[src/rtl/core/dfq_pkg.sv]
// shared constants, codes and types of the duplicate-rejecting queue
package dfq_pkg;

  localparam int unsigned QueueDepth = 16;
  localparam int unsigned CntW       = $clog2(QueueDepth + 1);
  localparam int unsigned ValW       = 31;
  localparam int unsigned InW        = 32;
  localparam int unsigned StatW      = 3;

  localparam logic [StatW-1:0] StOk        = 3'd0;
  localparam logic [StatW-1:0] StNegative  = 3'd1;
  localparam logic [StatW-1:0] StDuplicate = 3'd2;
  localparam logic [StatW-1:0] StFull      = 3'd3;
  localparam logic [StatW-1:0] StEmpty     = 3'd4;

  localparam logic CmdAppend = 1'b0;
  localparam logic CmdPop    = 1'b1;

  // per-cell control from the queue controller
  typedef struct packed {
    logic occupied;
    logic load;
    logic shift;
  } cell_ctrl_t;

endpackage

[src/rtl/core/dfq_cell.sv]
// one queue cell: holds a value, loads the key, compares it to the key, shifts toward the head
module dfq_cell (
  input  logic                     clk_i,
  input  dfq_pkg::cell_ctrl_t      ctrl_i,
  input  logic [dfq_pkg::ValW-1:0] key_i,
  input  logic [dfq_pkg::ValW-1:0] next_data_i,
  output logic [dfq_pkg::ValW-1:0] data_o,
  output logic                     match_o
);

  logic [dfq_pkg::ValW-1:0] data_q;
  logic [dfq_pkg::ValW-1:0] data_d;

  always_comb begin
    data_d = data_q;
    if (ctrl_i.load) begin
      data_d = key_i;
    end else if (ctrl_i.shift) begin
      data_d = next_data_i;
    end
  end

  always_ff @(posedge clk_i) begin
    data_q <= data_d;
  end

  assign data_o  = data_q;
  assign match_o = ctrl_i.occupied && (data_q == key_i);

endmodule

[src/rtl/core/dedup_fifo_queue_core.sv]
// top level: fifo queue of non-negative values that rejects duplicates
//
//   channel  | handshake              | payload
//   ---------+------------------------+-----------------------------
//   command  | start_i / busy_o       | command_i, value_i
//   result   | result_valid_o strobe  | status_o, result_value_o
//
// one beat a cycle: every accepted command gives its registered result in the next cycle
// busy_o stays low, the cell row compares and shifts in the accepting cycle
// the cycle is set by the parallel compare of the key across all cells
// reset clears the entry count and the result strobe, the cells keep garbage
// the result receiver cannot stall, a result is shown for exactly one cycle
module dedup_fifo_queue_core (
  input  logic                            clk_i,
  input  logic                            rst_ni,
  input  logic                            start_i,
  output logic                            busy_o,
  input  logic                            command_i,
  input  logic signed [dfq_pkg::InW-1:0]  value_i,
  output logic                            result_valid_o,
  output logic [dfq_pkg::StatW-1:0]       status_o,
  output logic [dfq_pkg::ValW-1:0]        result_value_o
);

  logic                                   accept;
  logic [dfq_pkg::ValW-1:0]               key;
  logic                                   negative;
  logic                                   duplicate;
  logic                                   full;
  logic                                   empty;
  logic                                   append_ok;
  logic                                   pop_ok;
  logic [dfq_pkg::QueueDepth-1:0]         match;
  logic [dfq_pkg::ValW-1:0]               cell_data [dfq_pkg::QueueDepth];
  dfq_pkg::cell_ctrl_t                    cell_ctrl [dfq_pkg::QueueDepth];

  logic [dfq_pkg::CntW-1:0]               count_q, count_d;
  logic                                   valid_q;
  logic [dfq_pkg::StatW-1:0]              status_q, status_d;
  logic [dfq_pkg::ValW-1:0]               result_q, result_d;

  assign busy_o    = 1'b0;
  assign accept    = start_i && !busy_o;
  assign key       = value_i[dfq_pkg::ValW-1:0];
  assign negative  = value_i[dfq_pkg::InW-1];
  assign duplicate = |match;
  assign full      = (count_q == dfq_pkg::CntW'(dfq_pkg::QueueDepth));
  assign empty     = (count_q == '0);

  always_comb begin
    status_d  = dfq_pkg::StOk;
    result_d  = '0;
    append_ok = 1'b0;
    pop_ok    = 1'b0;
    if (command_i == dfq_pkg::CmdAppend) begin
      if (negative) begin
        status_d = dfq_pkg::StNegative;
      end else if (duplicate) begin
        status_d = dfq_pkg::StDuplicate;
      end else if (full) begin
        status_d = dfq_pkg::StFull;
      end else begin
        append_ok = accept;
        result_d  = key;
      end
    end else begin
      if (empty) begin
        status_d = dfq_pkg::StEmpty;
      end else begin
        pop_ok   = accept;
        result_d = cell_data[0];
      end
    end
  end

  always_comb begin
    count_d = count_q;
    if (append_ok) begin
      count_d = count_q + 1'b1;
    end else if (pop_ok) begin
      count_d = count_q - 1'b1;
    end
  end

  // oldest value sits in cell 0, an appended value loads into the cell at index count
  for (genvar i = 0; i < dfq_pkg::QueueDepth; i++) begin : g_cell
    logic [dfq_pkg::ValW-1:0] next_data;

    if (i == dfq_pkg::QueueDepth - 1) begin : g_last
      assign next_data = '0;
    end else begin : g_mid
      assign next_data = cell_data[i+1];
    end

    assign cell_ctrl[i].occupied = (dfq_pkg::CntW'(i) < count_q);
    assign cell_ctrl[i].load     = append_ok && (count_q == dfq_pkg::CntW'(i));
    assign cell_ctrl[i].shift    = pop_ok;

    dfq_cell u_cell (
      .clk_i      (clk_i),
      .ctrl_i     (cell_ctrl[i]),
      .key_i      (key),
      .next_data_i(next_data),
      .data_o     (cell_data[i]),
      .match_o    (match[i])
    );
  end

  always_ff @(posedge clk_i or negedge rst_ni) begin
    if (!rst_ni) begin
      count_q <= '0;
      valid_q <= 1'b0;
    end else begin
      count_q <= count_d;
      valid_q <= accept;
    end
  end

  always_ff @(posedge clk_i) begin
    if (accept) begin
      status_q <= status_d;
      result_q <= result_d;
    end
  end

  assign result_valid_o = valid_q;
  assign status_o       = status_q;
  assign result_value_o = result_q;

  a_count_bound: assert property (@(posedge clk_i) disable iff (!rst_ni)
    count_q <= dfq_pkg::CntW'(dfq_pkg::QueueDepth))
    else $error("entry count above queue depth");

  a_result_follows: assert property (@(posedge clk_i) disable iff (!rst_ni)
    accept |=> result_valid_o)
    else $error("accepted command gave no result");

  a_no_spurious: assert property (@(posedge clk_i) disable iff (!rst_ni)
    !accept |=> !result_valid_o)
    else $error("result without a command");

  a_reject_zero: assert property (@(posedge clk_i) disable iff (!rst_ni)
    (result_valid_o && status_o != dfq_pkg::StOk) |-> result_value_o == '0)
    else $error("rejected beat carries a value");

  a_count_moves: assert property (@(posedge clk_i) disable iff (!rst_ni)
    (accept && status_d == dfq_pkg::StOk) |=> count_q != $past(count_q))
    else $error("successful command left the count unchanged");

endmodule
[config.mk]
export PLATFORM = sky130hd
export DESIGN_NAME = dedup_fifo_queue_core
export DESIGN_NICKNAME = d
export VERILOG_FILES = /design/src/rtl/core/dfq_pkg.sv /design/src/rtl/core/dfq_cell.sv /design/src/rtl/core/dedup_fifo_queue_core.sv
export SDC_FILE = /design/constraint.sdc
export NUM_CORES = 1
export LEC_CHECK = 0
export BUFFER_PORTS_ARGS = -buffer_cell sky130_fd_sc_hd__buf_4
export CAP_MARGIN = 5
export CORE_MARGIN = 3
export CORE_UTILIZATION = 30
export DETAILED_ROUTE_END_ITERATION = 16
export HOLD_SLACK_MARGIN = 0.02
export PLACE_DENSITY = 0.43
export SYNTH_ARGS = -nofsm -noshare
export SYNTH_HDL_FRONTEND = slang
export SYNTH_SLANG_ARGS = --single-unit
[constraint.sdc]
create_clock -name clk_i -period 6.1 [get_ports clk_i]
set_input_delay 0.915 -clock clk_i [delete_from_list [all_inputs] [get_ports clk_i]]
set_output_delay 0.915 -clock clk_i [all_outputs]
set_load 0.005 [all_outputs]
==> results, run 1 <==
- Buffers inserted to repair hold after CTS numbered 0.
- Across every metal layer, demand over resource in global routing totals 18.9%.
- The remaining number of nets flagged by the antenna check after routing is 0.
- Measured against its own limit, the worst slew margin works out to 32.9%.
- The count of distinct cell types in the synthesized netlist is 52.
- The setup slack of the worst register-to-register path is 1.04 ns.
- The register bit count reported by yosys is 536.
- The area added between synthesis and finish is 11.9%.
- The fraction of synthesis flops using an asynchronous set or reset pin is 1.12%.
- The number of pins exceeding their max-slew limit in the final report is 0.
- Leaving out filler cells and counting taps, the final layout contains 3418.
- For the final database, setup skew stands at 0.0272 ns.
- The cell row count is 115.
- Counting cells, the worst reg-to-reg path comes to 10.
- The first-pass detailed-route iteration total is 5.
- For this run, the number of Yosys warnings is 0.
- TritonCTS built the clock tree.
- The highest attainable clock frequency is 198 MHz.
- Walking the worst path, the cells encountered are nand2_1 > nor2_1 > a21oi_1 > nor4_1 > buf_4 > a31oi_1 > and3_1 > nand4_4 > nand2_1 > buf_4.
- Once the floorplan was initialized, standard cells occupied 30.4% of the core.
- Summing the sequential cell areas from Yosys gives 53.2% of the chip area.
- sky130_fd_sc_hd__edfxtp_1 takes more of the synthesized area than any other cell.
- IR analysis of the VDD net gives a maximum drop of 0.000159 V.
- Setup repair after global routing left no endpoint under its margin.
- Gates resized during post-CTS repair numbered 0.
- The top cell family by delay on the critical path is simple AND/OR/NAND/NOR gates.
- Along the worst path, the maximum fanout reaches 32.
- After layout, the worst path uses 82.9% of the clock period.
- The cell at the root of the clock tree is sky130_fd_sc_hd__clkbuf_16.
- Sequential cells account for 46.5% of the total power.
- The analysis attributes to cell leakage a power of 0.0120 uW.
- The synthesized design devotes to its leading area cell type 52.7% of total area.
- The number of DRC violations after detailed-routing iteration 0 is 1039.
- The capturing element type of the critical path is a flop.
- The clock transition at the registers of the reported paths is 0.06 ns.
- The clock latency on the worst-skew pair is 0.63 ns.
- The required arrival time at the worst endpoint is 6.34 ns.
- The number of buffers inserted to repair setup after CTS is 0.
- The number of buffers and inverters on the critical path is 2.
- After technology mapping, the gate count stands at 2048.
- The leading cell type by number of instances after synthesis is sky130_fd_sc_hd__edfxtp_1.
- The net count reported at finish is 2118.
- Of the cells placed in the final design, the portion with a size suffix greater than 1 is 31.1%.
- The via count of the first global-routing pass is 17900.
- The initial antenna violation count is 0.
- The global route total overflow is 0.
- The run finished with clean final reports.
- The count of endpoints failing setup in the final report is 0.
- The internal portion of the total power is 7110 uW.
- The startpoint of the lowest-slack register-to-register path is count_q[2]$_DFFE_PN0P_.
- In the routed layout, each cell is associated on average with a via count of 4.91.
- The arrival time at the worst endpoint is 5.30 ns.
- The critical path crosses 10 cells after its start point.
- For this run, the share of the core covered by cells in the final layout is 34.1%.
- The wire length of the first global-routing pass is 140000 um.
- No sink is reached through more buffers than the 3 on the longest clock path.
- The final wirelength is 99300 um.
- The via count is 16800.
- The worst hold path belongs to the class input port to async pin.
- The synthesized area divided by synthesized cell count is 14.7 um^2.
- The max-capacitance violation count is 0.
- The routability congestion estimate is 0.824.
- At the pin with the least slew margin, the transition time is 1.01 ns.
- STA classifies the critical path startpoint as a flop.
- The power density normalized to cell area is 288 nW/um^2.
- In the routed design, unresolved DRC markers number 0.
- Measured along the y axis, the die boundary spans 323 um.
- Summed over all failing endpoints, the final setup total negative slack is 0 ns.
- The number of top-level pins is 72.
- The share of total power in the clock network is 40.5%.
- The most common flop cell mapped by yosys is sky130_fd_sc_hd__edfxtp_1.
- The post-placement cell count is 3295.
- The final period demand of the worst path is 5.06 ns.
- The area of the core is 99100 um^2.
- The sum of net half-perimeters after detailed placement is 69000 um.
- The die extent in x is 323 um.
- The summed instance area of the synthesized netlist is 30200 um^2.
- The part of the total power dissipated in combinational logic is 13.0%.
- In the post-synthesis netlist, the biggest area contributors are sky130_fd_sc_hd__edfxtp_1 (53%), sky130_fd_sc_hd__mux2_4 (9.7%), sky130_fd_sc_hd__xnor2_1 (7.8%).
- The power dissipated by switching net loads is 2610 uW.
- Entering global routing, the biggest net connects 38 pins.
- The TritonCTS buffer count is 67.
- The setup path with the least slack is of type flop to flop.
- On the critical path, the stage with the largest delay is an instance of sky130_fd_sc_hd__nand4_4.
- In this run switching power makes up 26.8% of total power.
- The number of H-tree levels is 3.
- The net count after synthesis is 2089.
- The largest single stage delay on the critical path is 0.96 ns.
- The port buffer count is 70.
- Yosys mapped a number of flops with a built-in enable equal to 530.
- The number of hold violations in the final report came to 0.
- CTS saw 536 sinks.
- The worst register-to-register path ends at g_cell[4].u_cell.data_o[12]$_DFFE_PP_.
- Dividing the detail-routed wire length by the instance count gives 29.0 um.
- Counting instances in the post-synthesis netlist gives the leading cell types as sky130_fd_sc_hd__edfxtp_1 (530), sky130_fd_sc_hd__xnor2_1 (270), sky130_fd_sc_hd__xor2_1 (228).
- The floorplan die area is 104000 um^2.
[cells in the final DEF, fill, tap and decap left out, types with 6 or more instances in the layout]
cell type / count
sky130_fd_sc_hd__and2_1: 37
sky130_fd_sc_hd__xnor2_1: 270
sky130_fd_sc_hd__mux2_1: 78
sky130_fd_sc_hd__nand4_4: 9
sky130_fd_sc_hd__xor2_1: 228
sky130_fd_sc_hd__dfrtp_1: 6
sky130_fd_sc_hd__a32o_1: 31
sky130_fd_sc_hd__nor4_1: 67
sky130_fd_sc_hd__clkbuf_1: 18
sky130_fd_sc_hd__edfxtp_1: 530
sky130_fd_sc_hd__mux2_4: 194
sky130_fd_sc_hd__clkbuf_16: 69
sky130_fd_sc_hd__nand3_1: 10
sky130_fd_sc_hd__buf_4: 153
sky130_fd_sc_hd__nand2_1: 28
sky130_fd_sc_hd__nor2b_1: 6
sky130_fd_sc_hd__clkinv_2: 12
sky130_fd_sc_hd__nand4_1: 79
sky130_fd_sc_hd__nor3_1: 13
sky130_fd_sc_hd__clkinv_1: 10
sky130_fd_sc_hd__mux2_2: 193
sky130_fd_sc_hd__nor2_1: 11
[per-stage QoR]
step | hold slack (ns) | instance area (um^2) | setup WS, ns | total power (uW)
2_1_floorplan | 0.557 | 30200 | 2.32 | 5370
3_3_place_gp | 0.574 | 31700 | 0.701 | 5880
3_5_place_dp | 0.577 | 31700 | 0.781 | 5870
4_1_cts | 0.0963 | 33800 | 0.975 | 9850
5_1_grt | 0.122 | 33800 | 0.764 | 10100
6_report | 0.131 | 33800 | 1.04 | 9720
[final cells by class]
cell class | instances | area (um^2)
fill | 9584 | 65400
sequential | 536 | 16100
multi-input combinational | 1314 | 12800
clock buffer | 87 | 1790
tap | 1287 | 1610
timing repair buffer | 155 | 1190
clock inverter | 34 | 322
inverter | 3 | 11.3
antenna | 2 | 5.00
[worst register-to-register path: stages, from the launching register on]
cell                      delay (ns)
sky130_fd_sc_hd__dfrtp_1        0.57
sky130_fd_sc_hd__nand2_1        0.42
sky130_fd_sc_hd__nor2_1         0.22
sky130_fd_sc_hd__a21oi_1        0.40
sky130_fd_sc_hd__nor4_1         0.20
sky130_fd_sc_hd__buf_4          0.19
sky130_fd_sc_hd__a31oi_1        0.13
sky130_fd_sc_hd__and3_1         0.83
sky130_fd_sc_hd__nand4_4        0.96
sky130_fd_sc_hd__nand2_1        0.26
sky130_fd_sc_hd__buf_4          0.46
[cells by family (layout without fill, tap and decap cells)]
family / after synthesis / in the layout / share of synthesized area [%]
simple gates: 288 / 288 / 6.16
fa+ha+maj: 5 / 5 / 0.207
compound gates: 56 / 56 / 1.67
other cells: 1 / 3 / 0.0124
xor+xnor: 498 / 498 / 14.5
flops: 536 / 536 / 53.2
buf+inv: 198 / 279 / 4.48
mux: 466 / 466 / 19.8
[power groups by stage]
stage          Clock, uW  Combinational, uW  Sequential (uW)
2_1_floorplan          0                880             4490
3_3_place_gp           0               1280             4600
3_5_place_dp           0               1270             4600
4_1_cts             4040               1280             4520
5_1_grt             4170               1360             4540
6_report            3930               1270             4520
[sequential cells by signal, indices dropped and copies added, names as in the netlist]
signal                flops
g_cell.u_cell.data_o    496
status_o                  3
count_q                   5
result_valid_o            1
result_value_o           31
[worst max path at each step]
stage / startpoint / to / slack [ns]
detailed placement: value_i[0] / g_cell[8].u_cell.data_o[5]$_DFFE_PP_ / 0.78
global route: count_q[2]$_DFFE_PN0P_ / g_cell[4].u_cell.data_o[12]$_DFFE_PP_ / 0.76
CTS: count_q[2]$_DFFE_PN0P_ / g_cell[8].u_cell.data_o[21]$_DFFE_PP_ / 0.98
floorplan: value_i[19] / g_cell[4].u_cell.data_o[0]$_DFFE_PP_ / 2.32
finish: count_q[2]$_DFFE_PN0P_ / g_cell[4].u_cell.data_o[12]$_DFFE_PP_ / 1.04
global placement: value_i[10] / g_cell[11].u_cell.data_o[8]$_DFFE_PP_ / 0.70
[metal layers]
metal  GRT usage, %  up-vias  routed length [um]
met2           33.8      290               50800
met3           2.22       91                2820
met4           4.52        0                1920
met1           24.3     8772               43700
met5              0        -                   0
li1               -     7638                   -
(Power assumes the default switching activity.)
==> run 2: changes to the inputs <==
--- a/config.mk
+++ b/config.mk
@@ -11,7 +11,7 @@
 export CORE_UTILIZATION = 30
 export DETAILED_ROUTE_END_ITERATION = 16
 export HOLD_SLACK_MARGIN = 0.02
-export PLACE_DENSITY = 0.43
+export PLACE_DENSITY = 0.45
 export SYNTH_ARGS = -nofsm -noshare
 export SYNTH_HDL_FRONTEND = slang
 export SYNTH_SLANG_ARGS = --single-unit
==> constraint.sdc (replaced) <==
create_clock -name clk_i -period 4.45 [get_ports clk_i]
set_input_delay 0.6675 -clock clk_i [delete_from_list [all_inputs] [get_ports clk_i]]
set_output_delay 0.6675 -clock clk_i [all_outputs]
set_load 0.005 [all_outputs]
==> run 2 against run 1 <==
  * First-iteration DRC count grew 10%
  * Count of clock-buffer cells in the layout increased by 5
  * Combinational power rose by 45%
  * Sequential share of layout area is 1.4 points lower
  * Largest power group unchanged
  * Highest routed layer unchanged
==> results, run 2 (synthesized netlist as in run 1, its figures left out) <==
- The DRC violation count after routing is 0 (unchanged).
- The number of hold violations in the final report is 0 (unchanged).
- The count of endpoints failing setup in the final report was 0 (unchanged).
- The required arrival time at the worst endpoint came to 4.80 ns (-1.54 ns).
- The remaining number of nets flagged by the antenna check after routing is 0 (unchanged).
- The arrival time at the worst endpoint came to 4.30 ns (-1.00 ns).
- The share of the clock period used by the worst path after layout was 88.8% (+5.9 points).
- Counting instances, the worst hold path has a depth of 2.
- The slew at the pin with the worst max-slew slack was 1.33 ns (+0.318 ns).
- The worst setup path is launched from a flop.
- The worst clock skew came to 0.0286 ns (+0.00142 ns).
- The number of buffers inserted to repair setup after CTS was 0 (unchanged).
- Leaving out fill and tap cells, the most frequent cells in the layout are sky130_fd_sc_hd__edfxtp_1 (530), sky130_fd_sc_hd__xnor2_1 (270), sky130_fd_sc_hd__xor2_1 (228).
- The final period demand of the worst path came to 3.95 ns (-1.11 ns).
- The TritonCTS buffer count is 68 (+1.5%).
- The buffer levels on the longest clock path is 3 (unchanged).
- In this run the clock root is driven by a sky130_fd_sc_hd__clkbuf_16.
- The switching power share of the total is 26.9% (+0.067 points).
- The capturing element type of the critical path is a flop.
- The run finished with clean final reports.
- The via count of the first global-routing pass was 18400 (+2.9%).
- The setup TNS after final layout is 0 ns (unchanged).
- The clock sink count is 536 (unchanged).
- The starting density of the core came to 30.4% (unchanged).
- The worst hold path belongs to the class input port to flop.
- The share of total power in the clock network is 39.8% (-0.7 points).
- The setup path with the least slack is of type flop to flop.
- The path with the worst hold slack has its endpoint at status_o[1]$_SDFFCE_PP0P_.
- The startpoint of the lowest-slack register-to-register path is count_q[0]$_DFFE_PN0P_.
- The share of total power in sequential cells is 46.4% (about the same).
- The clock latency on the worst-skew pair was 0.63 ns (about the same).
- The floorplan die area came to 104000 um^2 (unchanged).
- The clock transition at the registers of the reported paths is 0.06 ns (about the same).
- The routability congestion estimate is 0.824 (about the same).
- The largest vdd supply drop is 0.000224 V (+41%).
- The global router's overall resource usage was 18.7% (-0.26 points).
- The final wirelength was 97800 um (-1.4%).
- The cell row count is 115 (unchanged).
- The die extent in x is 323 um (unchanged).
- The internal power summed over all cells is 9740 uW (+37%).
- The library cell used most frequently in the layout, excluding fill and tap cells, is sky130_fd_sc_hd__edfxtp_1.
- The number of DRC violations after detailed-routing iteration 0 was 1144 (+10%).
- The die outline height is 323 um (unchanged).
- The worst hold-check slack is 0.377 ns (+0.246 ns).
- The setup slack of the worst register-to-register path came to 0.50 ns (-0.54 ns).
- The max-capacitance violation count is 0 (unchanged).
- The length in cells of the worst reg-to-reg path is 12 (+2).
- The global route total overflow is 0 (unchanged).
- The detailed-route wire length per cell is 27.9 um (-4.0%).
- The relative slew slack is 11.5% (-21 points).
- The final non-filler cell area was 34800 um^2 (+3.0%).
- The worst hold path begins at value_i[31].
- The via count is 17200 (+2.7%).
- The number of top-level pins is 72 (unchanged).
- The power density normalized to cell area is 383 nW/um^2 (+33%).
- The power dissipated by switching net loads is 3590 uW (+38%).
- The worst-path maximum fanout is 32 (unchanged).
- The port buffer count is 70 (unchanged).
- The part of the total power dissipated in combinational logic is 13.8% (+0.8 points).
- The first-pass detailed-route iteration total is 5 (unchanged).
- The ratio of cells with drive above 1 in the final layout was 33.5% (+2.4 points).
- The initial antenna violation count was 5 (+5).
- The area of the core came to 99100 um^2 (unchanged).
- The clock tree from TritonCTS is built.
- The number of H-tree levels was 3 (unchanged).
- The net count reported at finish is 2207 (+4.2%).
- Setup repair after global routing left no endpoint under its margin.
- The number of pins exceeding their max-slew limit in the final report is 0 (unchanged).
- The area added between synthesis and finish is 15.3%.
- In this run the critical register-to-register path is captured at g_cell[11].u_cell.data_o[3]$_DFFE_PP_.
- The total leakage power was 0.0126 uW (+4.4%).
- The ratio of routed vias to standard cells is 4.92 (about the same).
- The sum of net half-perimeters after detailed placement is 70200 um (+1.7%).
- The pin count of the biggest net entering global routing is 37 (-2.6%).
- The number of flip-flops under the largest register name was 496 (unchanged).
- The highest attainable clock frequency came to 253 MHz (+28%).
- The wire length of the first global-routing pass is 140000 um (-0.33%).
- The total cell area at the placement stage was 32700 um^2 (+3.3%).
-- run 2: changes by cell type in the layout (fill, tap and decap cells not counted), moves of 2 or more --
cell / previous run / this run
sky130_fd_sc_hd__buf_12: 2 / 34
sky130_fd_sc_hd__bufinv_16: 5 / 3
sky130_fd_sc_hd__buf_4: 153 / 208
sky130_fd_sc_hd__clkbuf_1: 18 / 22
sky130_fd_sc_hd__clkinv_2: 12 / 8
sky130_fd_sc_hd__clkinv_1: 10 / 13
-- run 2: how the worst max path moves through the flow --
stage,startpoint,end,slack [ns],cells after the start
2_1_floorplan,value_i[19],g_cell[4].u_cell.data_o[0]$_DFFE_PP_,0.92,11
3_3_place_gp,value_i[8],g_cell[8].u_cell.data_o[30]$_DFFE_PP_,0.06,11
3_5_place_dp,value_i[8],g_cell[11].u_cell.data_o[3]$_DFFE_PP_,0.04,11
4_1_cts,count_q[0]$_DFFE_PN0P_,g_cell[11].u_cell.data_o[3]$_DFFE_PP_,0.46,12
5_1_grt,count_q[0]$_DFFE_PN0P_,g_cell[8].u_cell.data_o[30]$_DFFE_PP_,0.29,12
6_report,count_q[0]$_DFFE_PN0P_,g_cell[11].u_cell.data_o[3]$_DFFE_PP_,0.50,12
-- run 2: what timing repair did --
item | 4_1_cts | 5_1_grt
endpoints found under the setup margin | 0 | 0
resized for setup | 0 | 0
hold endpoints to repair | 6 | 0
hold buffers | 1 | 0
-- run 2: per-layer routing --
layer	up-vias	wire (um)	GRT usage, %
met4	0	2000	4.67
met5	-	0	0
met1	9013	42600	23.9
li1	7811	-	-
met2	328	50300	33.3
met3	97	2950	2.30
-- run 2: worst max-delay path, cell delays in order (launching register included) --
cell	delay, ns
sky130_fd_sc_hd__dfrtp_1	0.49
sky130_fd_sc_hd__buf_4	0.24
sky130_fd_sc_hd__inv_1	0.21
sky130_fd_sc_hd__nor2_1	0.50
sky130_fd_sc_hd__a21oi_1	0.27
sky130_fd_sc_hd__nor4_1	0.55
sky130_fd_sc_hd__buf_4	0.22
sky130_fd_sc_hd__a31oi_1	0.04
sky130_fd_sc_hd__and3_1	0.22
sky130_fd_sc_hd__buf_12	0.18
sky130_fd_sc_hd__nand3_2	0.10
sky130_fd_sc_hd__buf_12	0.21
sky130_fd_sc_hd__mux2_2	0.39
-- run 2: layout make-up --
type                       instances  area [um^2]
inverter                           3         11.3
clock inverter                    31          245
multi-input combinational       1314        12800
fill                            9482        64300
clock buffer                      92         1830
antenna                            2         5.00
tap                             1287         1610
timing repair buffer             243         2250
sequential                       536        16100
-- run 2: per-stage QoR --
stage          utilization, %  cells  power, uW  worst slack [ns]
5_1_grt                  35.1   3506      13900             0.293
2_1_floorplan               -   2048       7360             0.919
4_1_cts                  35.1   3506      13500             0.461
6_report                 35.1   3508      13300             0.498
3_3_place_gp             33.0   3382       8140            0.0635
3_5_place_dp             33.0   3382       8140            0.0415
-- run 2: power by group through the flow --
stage / registers, uW / logic (uW) / clock network (uW)
5_1_grt: 6210 / 1970 / 5670
4_1_cts: 6190 / 1860 / 5460
6_report: 6180 / 1840 / 5300
3_3_place_gp: 6290 / 1850 / 0
2_1_floorplan: 6150 / 1210 / 0
3_5_place_dp: 6290 / 1850 / 0
